### src/rtl/sia_pkg.sv
// Shared types, register indexes and a helper function of the four-axis interpolator.
package sia_pkg;

	localparam int AxisCountDef   = 4;
	localparam int HomeAngleDef   = 90;
	localparam int HomeGripperDef = 0;
	localparam int AngleLimit     = 180;
	localparam int FieldAxes      = 4;
	localparam int AddrW          = 5;

	// Configuration register indexes.
	typedef enum logic [2:0] {
		REG_BASE_MIN  = 3'd0,
		REG_BASE_MAX  = 3'd1,
		REG_SH_MIN    = 3'd2,
		REG_SH_MAX    = 3'd3,
		REG_EL_MIN    = 3'd4,
		REG_EL_MAX    = 3'd5,
		REG_GRIP_MAX  = 3'd6,
		REG_STEP_SIZE = 3'd7
	} reg_idx_t;

	// Result status codes.
	typedef enum logic [2:0] {
		ST_ACCEPTED = 3'd0,
		ST_THERE    = 3'd1,
		ST_RANGE    = 3'd2,
		ST_STEP     = 3'd3,
		ST_IDLE     = 3'd4,
		ST_BUSY     = 3'd5
	} status_t;

	typedef struct packed {
		logic       cmd;
		logic [7:0] target_base;
		logic [7:0] target_shoulder;
		logic [7:0] target_elbow;
		logic [7:0] target_gripper;
	} req_t;

	typedef struct packed {
		logic [2:0] status;
		logic [7:0] out_base;
		logic [7:0] out_shoulder;
		logic [7:0] out_elbow;
		logic [7:0] out_gripper;
		logic       last_step;
	} rsp_t;

	// Limit an angle to the servo range.
	function automatic logic [7:0] clamp_angle(input logic [7:0] a);
		clamp_angle = (a > 8'(AngleLimit)) ? 8'(AngleLimit) : a;
	endfunction

endpackage

### src/rtl/sia_div.sv
// Restoring divider that produces one quotient bit per cycle.
module sia_div import sia_pkg::*; #(
	parameter int DW = 16,
	parameter int VW = 8
) (
	input  logic          clk,
	input  logic          arst_n,
	input  logic          start,
	input  logic [DW-1:0] dividend,
	input  logic [VW-1:0] divisor,
	output logic          done,
	output logic [DW-1:0] quotient
);
	localparam int CW = $clog2(DW + 1);

	logic [DW-1:0] dq_q;
	logic [VW-1:0] rem_q;
	logic [CW-1:0] cnt_q;
	logic          busy_q;
	logic          done_q;
	logic [VW:0]   rem_sh;
	logic [VW:0]   rem_sub;
	logic          fits;

	// Shift in the next dividend bit and try the subtraction.
	always_comb begin
		rem_sh  = {rem_q, dq_q[DW-1]};
		rem_sub = rem_sh - {1'b0, divisor};
		fits    = rem_sh >= {1'b0, divisor};
	end

	// Control of the iteration count.
	always_ff @(posedge clk or negedge arst_n) begin
		if (!arst_n) begin
			cnt_q  <= '0;
			busy_q <= 1'b0;
			done_q <= 1'b0;
		end else begin
			done_q <= 1'b0;
			if (start) begin
				cnt_q  <= CW'(DW);
				busy_q <= 1'b1;
			end else if (busy_q) begin
				cnt_q <= cnt_q - 1'b1;
				if (cnt_q == CW'(1)) begin
					busy_q <= 1'b0;
					done_q <= 1'b1;
				end
			end
		end
	end

	// Remainder and quotient shift register.
	always_ff @(posedge clk) begin
		if (start) begin
			dq_q  <= dividend;
			rem_q <= '0;
		end else if (busy_q) begin
			if (fits) begin
				rem_q <= rem_sub[VW-1:0];
				dq_q  <= {dq_q[DW-2:0], 1'b1};
			end else begin
				rem_q <= rem_sh[VW-1:0];
				dq_q  <= {dq_q[DW-2:0], 1'b0};
			end
		end
	end

	assign done     = done_q;
	assign quotient = dq_q;
endmodule

### src/rtl/sia_lane.sv
// One axis lane: distance times step number, then divided by the step count.
module sia_lane import sia_pkg::*; (
	input  logic       clk,
	input  logic       arst_n,
	input  logic       go,
	input  logic [7:0] start_ang,
	input  logic [7:0] goal_ang,
	input  logic [7:0] k,
	input  logic [7:0] total,
	output logic       done,
	output logic [7:0] pos
);
	logic        up;
	logic [7:0]  span;
	logic [15:0] prod_s1;
	logic        mul_vld_s1;
	logic [15:0] quot;

	assign up   = goal_ang >= start_ang;
	assign span = up ? (goal_ang - start_ang) : (start_ang - goal_ang);

	// Registered product feeds the divider.
	always_ff @(posedge clk or negedge arst_n) begin
		if (!arst_n) begin
			mul_vld_s1 <= 1'b0;
		end else begin
			mul_vld_s1 <= go;
		end
	end

	always_ff @(posedge clk) begin
		if (go) begin
			prod_s1 <= 16'(span) * 16'(k);
		end
	end

	sia_div #(.DW(16), .VW(8)) u_div (
		.clk      (clk),
		.arst_n   (arst_n),
		.start    (mul_vld_s1),
		.dividend (prod_s1),
		.divisor  (total),
		.done     (done),
		.quotient (quot)
	);

	// The quotient never exceeds the distance, so it fits in eight bits.
	assign pos = up ? (start_ang + quot[7:0]) : (start_ang - quot[7:0]);
endmodule

### src/rtl/four_axis_sync_interpolator.sv
// Top level of the four-axis synchronized linear interpolator.
// One item is processed at a time. A rejected move, a move already at its target, an idle tick
// or a busy move passes from the evaluate state through the output state into the output
// register. An accepted move waits in the count state on the 16-step serial divider that works
// out the step count. A tick of a running move waits in the lane state: one lane per axis
// registers distance times step number and then runs its own 16-step serial divider, all lanes
// in parallel. The sequencer is idle again once the result enters the output register; a result
// that waits on a stalled output register holds the sequencer until the register frees.
module four_axis_sync_interpolator import sia_pkg::*; #(
	parameter int AXIS_COUNT   = AxisCountDef,
	parameter int HOME_ANGLE   = HomeAngleDef,
	parameter int HOME_GRIPPER = HomeGripperDef
) (
	input  logic             clk,
	input  logic             arst_n,
	input  logic             req_valid,
	output logic             req_stall,
	input  req_t             req,
	output logic             rsp_valid,
	input  logic             rsp_stall,
	output rsp_t             rsp,
	input  logic             psel,
	input  logic             penable,
	input  logic             pwrite,
	input  logic [AddrW-1:0] paddr,
	input  logic [31:0]      pwdata,
	output logic [31:0]      prdata,
	output logic             pready
);
	typedef enum logic [4:0] {
		S_IDLE = 5'b00001,
		S_EVAL = 5'b00010,
		S_CNT  = 5'b00100,
		S_LANE = 5'b01000,
		S_OUT  = 5'b10000
	} state_t;

	state_t          state_q;
	logic [7:0]      regs_q [8];
	req_t            item_q;
	logic [7:0]      start_q [AXIS_COUNT];
	logic [7:0]      goal_q [AXIS_COUNT];
	logic [7:0]      pos_q [AXIS_COUNT];
	logic [7:0]      idx_q;
	logic [7:0]      total_q;
	logic            moving_q;
	status_t         status_q;
	logic            last_q;
	logic            rsp_valid_q;
	rsp_t            rsp_q;

	logic [7:0]      tgt [AXIS_COUNT];
	logic            ok [AXIS_COUNT];
	logic [7:0]      lane_pos [AXIS_COUNT];
	logic [AXIS_COUNT-1:0] lane_done;
	logic            all_ok;
	logic [7:0]      maxd;
	logic [7:0]      ss_eff;
	logic [7:0]      k;
	logic            lane_go;
	logic            cnt_go;
	logic            cnt_done;
	logic [15:0]     cnt_quot;
	logic            wr_en;
	logic            out_free;
	logic [7:0]      out_ang [FieldAxes];

	// Configuration port.
	assign pready = 1'b1;
	assign wr_en  = psel && penable && pwrite;
	assign prdata = {24'd0, regs_q[paddr[AddrW-1:2]]};

	always_ff @(posedge clk or negedge arst_n) begin
		if (!arst_n) begin
			regs_q[REG_BASE_MIN]  <= 8'd0;
			regs_q[REG_BASE_MAX]  <= 8'(AngleLimit);
			regs_q[REG_SH_MIN]    <= 8'd0;
			regs_q[REG_SH_MAX]    <= 8'(AngleLimit);
			regs_q[REG_EL_MIN]    <= 8'd0;
			regs_q[REG_EL_MAX]    <= 8'(AngleLimit);
			regs_q[REG_GRIP_MAX]  <= 8'(AngleLimit);
			regs_q[REG_STEP_SIZE] <= 8'd1;
		end else if (wr_en) begin
			regs_q[paddr[AddrW-1:2]] <= pwdata[7:0];
		end
	end

	// Per-axis target selection and limit check.
	for (genvar i = 0; i < AXIS_COUNT; i++) begin : g_axis
		always_comb begin
			tgt[i] = (i == 3) ? 8'(HOME_GRIPPER) : 8'(HOME_ANGLE);
			ok[i]  = 1'b1;
			case (i)
				0: begin
					tgt[i] = item_q.target_base;
					ok[i]  = tgt[i] >= regs_q[REG_BASE_MIN] && tgt[i] <= regs_q[REG_BASE_MAX];
				end
				1: begin
					tgt[i] = item_q.target_shoulder;
					ok[i]  = tgt[i] >= regs_q[REG_SH_MIN] && tgt[i] <= regs_q[REG_SH_MAX];
				end
				2: begin
					tgt[i] = item_q.target_elbow;
					ok[i]  = tgt[i] >= regs_q[REG_EL_MIN] && tgt[i] <= regs_q[REG_EL_MAX];
				end
				3: begin
					tgt[i] = item_q.target_gripper;
					ok[i]  = tgt[i] <= regs_q[REG_GRIP_MAX];
				end
				default: begin
					ok[i] = 1'b1;
				end
			endcase
		end

		sia_lane u_lane (
			.clk       (clk),
			.arst_n    (arst_n),
			.go        (lane_go),
			.start_ang (start_q[i]),
			.goal_ang  (goal_q[i]),
			.k         (k),
			.total     (total_q),
			.done      (lane_done[i]),
			.pos       (lane_pos[i])
		);
	end

	// Merge the lanes: all limits met and the largest distance.
	always_comb begin
		logic [7:0] d;
		all_ok = 1'b1;
		maxd   = '0;
		for (int i = 0; i < AXIS_COUNT; i++) begin
			d = (tgt[i] >= start_q[i]) ? (tgt[i] - start_q[i]) : (start_q[i] - tgt[i]);
			all_ok = all_ok && ok[i];
			if (d > maxd) begin
				maxd = d;
			end
		end
	end

	assign ss_eff  = (regs_q[REG_STEP_SIZE] == 8'd0) ? 8'd1 : regs_q[REG_STEP_SIZE];
	assign k       = idx_q + 8'd1;
	assign lane_go = (state_q == S_EVAL) && item_q.cmd && moving_q;
	assign cnt_go  = (state_q == S_EVAL) && !item_q.cmd && !moving_q && all_ok
	                 && (maxd != 8'd0);

	// Step count is the ceiling of the largest distance over the step size.
	sia_div #(.DW(16), .VW(8)) u_cnt_div (
		.clk      (clk),
		.arst_n   (arst_n),
		.start    (cnt_go),
		.dividend (16'(maxd) + 16'(ss_eff) - 16'd1),
		.divisor  (ss_eff),
		.done     (cnt_done),
		.quotient (cnt_quot)
	);

	assign req_stall = (state_q != S_IDLE);
	assign out_free  = !rsp_valid_q || !rsp_stall;

	// Sequencer and move state.
	always_ff @(posedge clk or negedge arst_n) begin
		if (!arst_n) begin
			state_q  <= S_IDLE;
			idx_q    <= '0;
			total_q  <= '0;
			moving_q <= 1'b0;
			for (int i = 0; i < AXIS_COUNT; i++) begin
				start_q[i] <= (i == 3) ? 8'(HOME_GRIPPER) : 8'(HOME_ANGLE);
				goal_q[i]  <= (i == 3) ? 8'(HOME_GRIPPER) : 8'(HOME_ANGLE);
				pos_q[i]   <= (i == 3) ? 8'(HOME_GRIPPER) : 8'(HOME_ANGLE);
			end
		end else begin
			case (state_q)
				S_IDLE: begin
					if (req_valid) begin
						state_q <= S_EVAL;
					end
				end
				S_EVAL: begin
					if (cnt_go) begin
						for (int i = 0; i < AXIS_COUNT; i++) begin
							goal_q[i] <= tgt[i];
						end
						state_q <= S_CNT;
					end else if (lane_go) begin
						state_q <= S_LANE;
					end else begin
						state_q <= S_OUT;
					end
				end
				S_CNT: begin
					if (cnt_done) begin
						total_q  <= cnt_quot[7:0];
						idx_q    <= '0;
						moving_q <= 1'b1;
						state_q  <= S_OUT;
					end
				end
				S_LANE: begin
					if (&lane_done) begin
						for (int i = 0; i < AXIS_COUNT; i++) begin
							pos_q[i] <= lane_pos[i];
						end
						if (k == total_q) begin
							for (int i = 0; i < AXIS_COUNT; i++) begin
								start_q[i] <= goal_q[i];
							end
							idx_q    <= '0;
							total_q  <= '0;
							moving_q <= 1'b0;
						end else begin
							idx_q <= k;
						end
						state_q <= S_OUT;
					end
				end
				S_OUT: begin
					if (out_free) begin
						state_q <= S_IDLE;
					end
				end
				default: begin
					state_q <= S_IDLE;
				end
			endcase
		end
	end

	// Capture the item and the status of its result.
	always_ff @(posedge clk) begin
		if (state_q == S_IDLE && req_valid) begin
			item_q <= req;
		end
		case (state_q)
			S_EVAL: begin
				last_q <= 1'b0;
				if (item_q.cmd) begin
					status_q <= moving_q ? ST_STEP : ST_IDLE;
				end else if (moving_q) begin
					status_q <= ST_BUSY;
				end else if (!all_ok) begin
					status_q <= ST_RANGE;
				end else if (maxd == 8'd0) begin
					status_q <= ST_THERE;
				end else begin
					status_q <= ST_ACCEPTED;
				end
			end
			S_LANE: begin
				if (&lane_done) begin
					last_q <= (k == total_q);
				end
			end
			default: begin
			end
		endcase
	end

	// Output angles, zero for axes the block does not have.
	always_comb begin
		for (int i = 0; i < FieldAxes; i++) begin
			out_ang[i] = '0;
			if (i < AXIS_COUNT) begin
				out_ang[i] = clamp_angle(pos_q[i]);
			end
		end
	end

	// Output register.
	always_ff @(posedge clk or negedge arst_n) begin
		if (!arst_n) begin
			rsp_valid_q <= 1'b0;
		end else if (state_q == S_OUT && out_free) begin
			rsp_valid_q <= 1'b1;
		end else if (!rsp_stall) begin
			rsp_valid_q <= 1'b0;
		end
	end

	always_ff @(posedge clk) begin
		if (state_q == S_OUT && out_free) begin
			rsp_q.status       <= status_q;
			rsp_q.out_base     <= out_ang[0];
			rsp_q.out_shoulder <= out_ang[1];
			rsp_q.out_elbow    <= out_ang[2];
			rsp_q.out_gripper  <= out_ang[3];
			rsp_q.last_step    <= last_q;
		end
	end

	assign rsp_valid = rsp_valid_q;
	assign rsp       = rsp_q;
endmodule
### config.mk
export PLATFORM = sky130hd
export DESIGN_NAME = four_axis_sync_interpolator
export DESIGN_NICKNAME = d
export VERILOG_FILES = /design/src/rtl/sia_pkg.sv /design/src/rtl/sia_div.sv /design/src/rtl/sia_lane.sv /design/src/rtl/four_axis_sync_interpolator.sv
export SDC_FILE = /design/constraint.sdc
export NUM_CORES = 2
export LEC_CHECK = 0
export BUFFER_PORTS_ARGS = -buffer_cell sky130_fd_sc_hd__buf_2
export CAP_MARGIN = 20
export CORE_UTILIZATION = 45
export CTS_BUF_LIST = sky130_fd_sc_hd__clkbuf_16
export CTS_CLUSTER_DIAMETER = 50
export CTS_CLUSTER_SIZE = 24
export DETAILED_ROUTE_END_ITERATION = 6
export PLACE_DENSITY = 0.7
export SLEW_MARGIN = 25
export SYNTH_ARGS = -nofsm -noshare
export SYNTH_HDL_FRONTEND = slang
export SYNTH_SLANG_ARGS = --single-unit
### constraint.sdc
create_clock -name clk -period 11.41 [get_ports clk]
set_input_delay 0.5705 -clock clk [delete_from_list [all_inputs] [get_ports clk]]
set_output_delay 0.5705 -clock clk [all_outputs]
set_load 0.01 [all_outputs]
; ---- Yosys cells after proc, flatten, opt, wreduce, memory -nomap -nowiden
; Cells that the tools add are included.
[word_totals]
register_bits = 476
inputBits = 77
out_inout_bits = 71
[classes]
add_sub_neg = 37
mul = 4
order_cmp = 30
n_eq_ne = 18
mux = 111
bitwise = 1
n_reduce_logical = 40
[ops]
columns = operator, n
row1 = $mux W8, 31
row2 = $sub A8 B8 Y8, 25
row3 = $mux W16, 10
row4 = $ge A8 B8 Y1, 11
row5 = $mux W5, 16
row6 = $bwmux W64, 1
row7 = $mul A8 B8 Y16, 4
row8 = $ge A9 B8 Y1, 5
row9 = $mux W1, 42
row10 = $add A8 B8 Y8, 4
row11 = $gt A8 B8 Y1 const B, 4
row12 = $le A8 B8 Y1, 4
row13 = $pmux W8 S2, 2
row14 = $eq A5 B1 Y1 const B, 6
row15 = $pmux W5 S5, 1
row16 = $sub A5 B1 Y5 const B, 5
row17 = $bmux W8 S3, 1
row18 = $demux W8 S3, 1
row19 = $gt A8 B8 Y1, 3
row20 = $logic_and A1 B1 Y1, 17
row21 = $logic_not A8 Y1, 2
row22 = $reduce_bool A2 Y1, 7
row23 = $reduce_and A4 Y1, 3
row24 = $sub A9 B1 Y10 const B, 1
row25 = 24 further kinds, 35

; ---- Longest topological paths before layout
[depth]
depth_word = 15
depth_mapped = 49

; ---- Hierarchy
; From an unflattened synthesis, not the netlist that was laid out.
[hier_totals]
hier_cells = 4160
hier_area_um2 = 40739.1
[by_module_without_submodules]
columns = mod, n_inst, cells_per_inst, area_each_um2
row1 = four_axis_sync_interpolator, 1, 1592, 15902.8
row2 = sia_div, 5, 163, 1762.9
row3 = sia_lane at g_axis[2].u_lane, 1, 448, 4041.4
row4 = sia_lane at g_axis[1].u_lane, 1, 438, 4027.6
row5 = sia_lane at g_axis[0].u_lane, 1, 438, 4015.1
row6 = sia_lane at g_axis[3].u_lane, 1, 429, 3937.5

; ---- Least setup slack after synthesis
; OpenSTA, ideal clock, no wires.
[synth_path]
kind = reg2reg
from = register start_q[25] (netlist name)
to = register u_cnt_div.dq_q[7], in the netlist u_cnt_div.quotient[7], data pin
arrival_ps = 8897
required_time_ps = 11148
setup_slack_ps = 2251
stages_incl_launch_ff = 46
n_path_buf = 3
path_cell_list = dfstp_2 inv_1 fa_1 nand3_1 and3_1 o21ai_4 a311o_1 and4_1 nor2_1 xnor2_1 inv_1 ha_1 and4_1 a21boi_1 a22oi_1 clkbuf_1 mux2i_1 ha_1 [... 10 more ...] o21ai_0 o31a_1 o311ai_1 nand3_1 clkbuf_1 nand2_1 o21ai_0 ha_1 inv_1 ha_1 fa_1 a21o_1 a21oi_1 nor2b_1 o21a_1 nor2_1 xnor2_1 mux2_1
[synth_between]
elab_chain_len = 13
word_cells_on_any_way = 17
classes_between = add/sub (4) / order compare (5) / mux (6) / reduce/logical (2)
[synth_lines]
columns = item, line_no
row1 = from (decl), four_axis_sync_interpolator.sv:41  ; logic [7:0] start_q [AXIS_COUNT];
row2 = "from (signal, indexed assignment)", four_axis_sync_interpolator.sv:171  ; start_q[i] <= (i == 3) ? 8'(HOME_GRIPPER) : 8'(HOME_ANGLE);
row3 = "from (signal, indexed assignment)", four_axis_sync_interpolator.sv:209  ; start_q[i] <= goal_q[i];
row4 = $sub A8 B8 Y8 or $ge A8 B8 Y1 (tied branches), four_axis_sync_interpolator.sv:135  ; d = (tgt[i] >= start_q[i]) ? (tgt[i] - start_q[i]) : (start_q[i] - tgt[i]);
row5 = $mux W8 *, four_axis_sync_interpolator.sv:135
row6 = $gt A8 B1 Y1, four_axis_sync_interpolator.sv:137  ; if (d > maxd) begin
row7 = $mux W8 *, four_axis_sync_interpolator.sv:137
row8 = $gt A8 B8 Y1, four_axis_sync_interpolator.sv:137
row9 = $mux W8 *, four_axis_sync_interpolator.sv:137
row10 = $gt A8 B8 Y1, four_axis_sync_interpolator.sv:137
row11 = $mux W8 *, four_axis_sync_interpolator.sv:137
row12 = $gt A8 B8 Y1, four_axis_sync_interpolator.sv:137
row13 = $mux W8 *, four_axis_sync_interpolator.sv:137
row14 = $add A8 B8 Y9 or $reduce_bool A8 Y1 (tied branches), "four_axis_sync_interpolator.sv:154, four_axis_sync_interpolator.sv:147"
row15 = $sub A9 B1 Y10 or $logic_and A1 B1 Y1 (tied branches), "four_axis_sync_interpolator.sv:154, four_axis_sync_interpolator.sv:147"
row16 = $mux W16 *, sia_div.sv:55  ; if (start) begin
row17 = to (signal assigned), sia_div.sv:56  ; dq_q <= dividend;
row18 = to (signal assigned), sia_div.sv:61  ; dq_q <= {dq_q[DW-2:0], 1'b1};
row19 = to (signal assigned), sia_div.sv:64  ; dq_q <= {dq_q[DW-2:0], 1'b0};
row20 = to (decl), sia_div.sv:16  ; logic [DW-1:0] dq_q;
; Every way passes the cells marked *; elsewhere a longest branch is shown, timed or not.
; A chain may end at the register's enable or synchronous reset.

; ---- Final worst setup path
[layout_path]
from = register item_q[24] (netlist name)
to = register u_cnt_div.dq_q[9], in the netlist u_cnt_div.quotient[9], data pin
[layout_between]
elab_chain_len = 13
word_cells_on_any_way = 24
classes_between = add/sub (4) / order compare (7) / mux (6) / reduce/logical (7)
[layout_lines]
columns = item, line_no
row1 = from (decl), four_axis_sync_interpolator.sv:40  ; req_t item_q;
row2 = from (signal assigned), four_axis_sync_interpolator.sv:235  ; item_q <= req;
row3 = $sub A8 B8 Y8 or $ge A8 B8 Y1 (tied branches), four_axis_sync_interpolator.sv:135
row4 = $mux W8, four_axis_sync_interpolator.sv:135
row5 = $gt A8 B1 Y1, four_axis_sync_interpolator.sv:137
row6 = $mux W8, four_axis_sync_interpolator.sv:137
row7 = $gt A8 B8 Y1, four_axis_sync_interpolator.sv:137
row8 = $mux W8, four_axis_sync_interpolator.sv:137
row9 = $gt A8 B8 Y1, four_axis_sync_interpolator.sv:137
row10 = $mux W8, four_axis_sync_interpolator.sv:137
row11 = $gt A8 B8 Y1, four_axis_sync_interpolator.sv:137
row12 = $mux W8, four_axis_sync_interpolator.sv:137
row13 = $add A8 B8 Y9 or $reduce_bool A8 Y1 (tied branches), "four_axis_sync_interpolator.sv:154, four_axis_sync_interpolator.sv:147"
row14 = $sub A9 B1 Y10 or $logic_and A1 B1 Y1 (tied branches), "four_axis_sync_interpolator.sv:154, four_axis_sync_interpolator.sv:147"
row15 = $mux W16 *, sia_div.sv:55
; Marks and branches as above.

==> out/metrics.cfg <==
[logic_synthesis]
ys_top_cells_by_count = 512 x inv_1, 441 x ha_1, 370 x nand2_1
synth_area_um2 = 37900
syn_avg_cell_area_um2 = 9.70
synth_async_sr_flop_share_pct = 46.0
synth_edf_count = 217
synth_flop_cell = edfxtp_1
synth-seq-cells = 476
syn_inst = 3906
post-synth-top-count-cell = inv_1
synthTopCellsByArea = edfxtp_1 17%, ha_1 15%, dfrtp_1 11%, fa_1 9.0%, inv_1 5.1%
yosysTopAreaCellShare_pct = 17.2
ys_warn_count = 0
yosys.area.top_type = edfxtp_1
ys_seq_area_share_pct = 34.0
synth.distinct_cells = 90

[worst_hold_path]
hold_end = item_q[13]
min_path_type = in2reg
hold-path-cell-count = 1
min_from = req[13]

[routing]
wl_per_cell_um = 17.7
drtIter0Drc = 1937
viasPerCell = 5.43
drc = 0
drtAntennaViolNets = 0
routed_wl_mm = 90.3
vias = 27685
firstDrtPassIters = 6

[cts]
clk_latency_ns = 0.64
root_buffer = clkbuf_16
clock_path_buffers = 3
clk_pin_slew_worst_paths_ns = 0.07
htreeDepth = 2
cts_setup_buffers = 0
numCtsBuffers = 59
tritoncts = yes
cts.sinks = 476

[timing]
max_freq_ghz = 0.0957
rsz0062_at_grt = false
post-route-period-util_pct = 91.6
tns_ns = 0
fin_ws_ns = 0.959
clock-skew-final_ns = 0.0248
whs_ns = 0.0945
maxSlewHeadroom_pct = 31.5
min_period_ns = 10.45
maxSlewViolCount = 0
setup_viol = 0
hold_violations = 0
worst_slew_pin_slew_ns = 1.02

[setup_path]
worst_path_max_delay_cell = nand3_1
endpoint_kind = flop
r2r-end = u_cnt_div.quotient[9]
cp-startpoint = item_q[24]
crit_top_cell = ha_1
path_max_fanout = 15
arrival_ns = 10.92
start_kind = flop
cp.required_ns = 11.88
r2r_slack_ns = 0.96
reg2reg_depth = 44
path_class = reg2reg
cpPeakStageDelay_ns = 0.49
r2r_start = item_q[24]

[global_routing]
grt_pass1_wl_mm = 148
gr-total-overflow = 0
grt_usage_pct = 21.6
antenna_found_initial = 0
grt_max_degree = 101
grt_pass1_vias = 27820

[floorplanning]
fp.dieH_um = 292
num_rows = 106
initial_core_util_pct = 45.4
die_x_um = 292
ios = 148
core-area_um2 = 83400
dieArea_um2 = 85300

[place]
dp_hpwl_mm = 69.0
preCtsSetupSlack_ns = 0.888
dp.cells = 4986
port_buffers = 96
gp_congestion = 0.926

[finish]
drive_gt1_share_pct = 10.6
nNetsFinal = 4656
area.growth.synth_to_final_pct = 9.65
fillers = 7579
final_cells = 5098
diodes = 0

[power_and_ir_drop]
max-vdd-ir-drop_mv = 0.364
swShare_pct = 40.8
fin_total_pwr_uw = 7520
power_density_nw_per_um2 = 181
power_switching_uw = 3070
p_clk_share_pct = 26.5
internal-power_uw = 4450
p_leak_uw = 0.0190
seq_power_share_pct = 27.0
p_comb_share_pct = 46.5

[run_status]
status = complete, no violations

[flow_run]
max_cap_viol_count = 0

[metrics by stage]
stage	cell area [um^2]	utilization, %
2_1_floorplan	38000	-
3_3_place_gp	39400	47.2
3_5_place_dp	39400	47.2
4_1_cts	41500	49.8
5_1_grt	41500	49.8
6_report	41500	49.8
[worst max-delay path, delay by kind of cell, from the launching register on]
family          cells  cell delay [ns]
compound gates     16             3.89
fa+ha+maj           8             2.46
simple gates       12             2.30
mux                 2             0.59
buf+inv             5             0.44
flops               1             0.39
xor+xnor            1             0.19
[how the worst max path moves through the flow]
stage,depth (start not counted),to,slack [ns]
5_1_grt,40,u_cnt_div.quotient[13],0.04
6_report,44,u_cnt_div.quotient[9],0.96
3_3_place_gp,40,u_cnt_div.quotient[15],0.98
4_1_cts,39,u_cnt_div.quotient[9],0.77
3_5_place_dp,43,u_cnt_div.quotient[13],0.89
2_1_floorplan,45,u_cnt_div.quotient[7],2.25
[layer usage]
metal | up-vias | global-route usage (%) | share of wire [%]
met1 | 13543 | 29.6 | 45
li1 | 13362 | - | -
met2 | 648 | 35.6 | 47
met3 | 132 | 2.96 | 5.7
met4 | 0 | 6.08 | 2.5
met5 | - | 0 | 0
[cell families (layout without fill, tap and decap cells)]
kind of cell	Yosys count	in the layout	synth area share [%]
flops	476	476	34.0
buf+inv	666	755	7.00
mux	203	203	5.96
fa+ha+maj	611	611	23.6
other cells	2	25	0.0198
xor+xnor	195	195	4.51
simple gates	1017	1017	12.5
compound gates	736	736	12.5
[power by group through the flow]
stage          Sequential (uW)  Combinational (uW)  Clock (uW)
3_3_place_gp              2060                3370           0
2_1_floorplan             2020                2680           0
4_1_cts                   2030                3480        2040
6_report                  2030                3500        1990
5_1_grt                   2040                3970        2090
3_5_place_dp              2060                3430           0
[cell type report]
cell class | instances | area (um^2) | share of cell area (%)
inverters | 513 | 1930 | 4.64
well taps | 1080 | 1350 | 3.25
multi-input cells | 2787 | 22500 | 54.2
clock buffers | 59 | 1480 | 3.56
clock inverters | 52 | 644 | 1.55
repair buffers | 131 | 768 | 1.85
flip-flops and latches | 476 | 12900 | 31.0
[flip-flops by register name, indices dropped and copies added (netlist names), 5 cells and up]
signal	count
g_axis.u_lane.u_div.quotient	64
total_q	8
state_q	5
g_axis.u_lane.u_div.rem_q	32
regs_q	64
u_cnt_div.rem_q	8
rsp	36
pos_q	32
u_cnt_div.cnt_q	5
idx_q	8
g_axis.u_lane.prod_s1	64
u_cnt_div.quotient	16
item_q	33
g_axis.u_lane.u_div.cnt_q	20
goal_q	32
start_q	32
[placed cells by master (no fill, tap or decap), drive strengths merged, types with 34 or more instances in the layout]
| master | n |
|---|---|
| xnor2 | 146 |
| a21o | 62 |
| nand3 | 34 |
| dfstp | 54 |
| mux2 | 91 |
| dfrtp | 165 |
| a211oi | 37 |
| dfxtp | 40 |
| nand2 | 370 |
| fa | 170 |
| inv | 535 |
| o21ai | 245 |
| and2 | 59 |
| edfxtp | 217 |
| buf | 130 |
| nor2b | 45 |
| nor3 | 37 |
| a21oi | 164 |
| ha | 441 |
| clkbuf | 59 |
| nor2 | 284 |
| nand2b | 79 |
| mux2i | 104 |
| xor2 | 49 |
[what timing repair did]
item                                    4_1_cts  5_1_grt
hold buffers                                  1        0
gates resized for setup                       0        2
endpoints found under the setup margin        0        9
hold endpoints to repair                     19        0
Note: power is estimated with default switching activity, not from simulation.
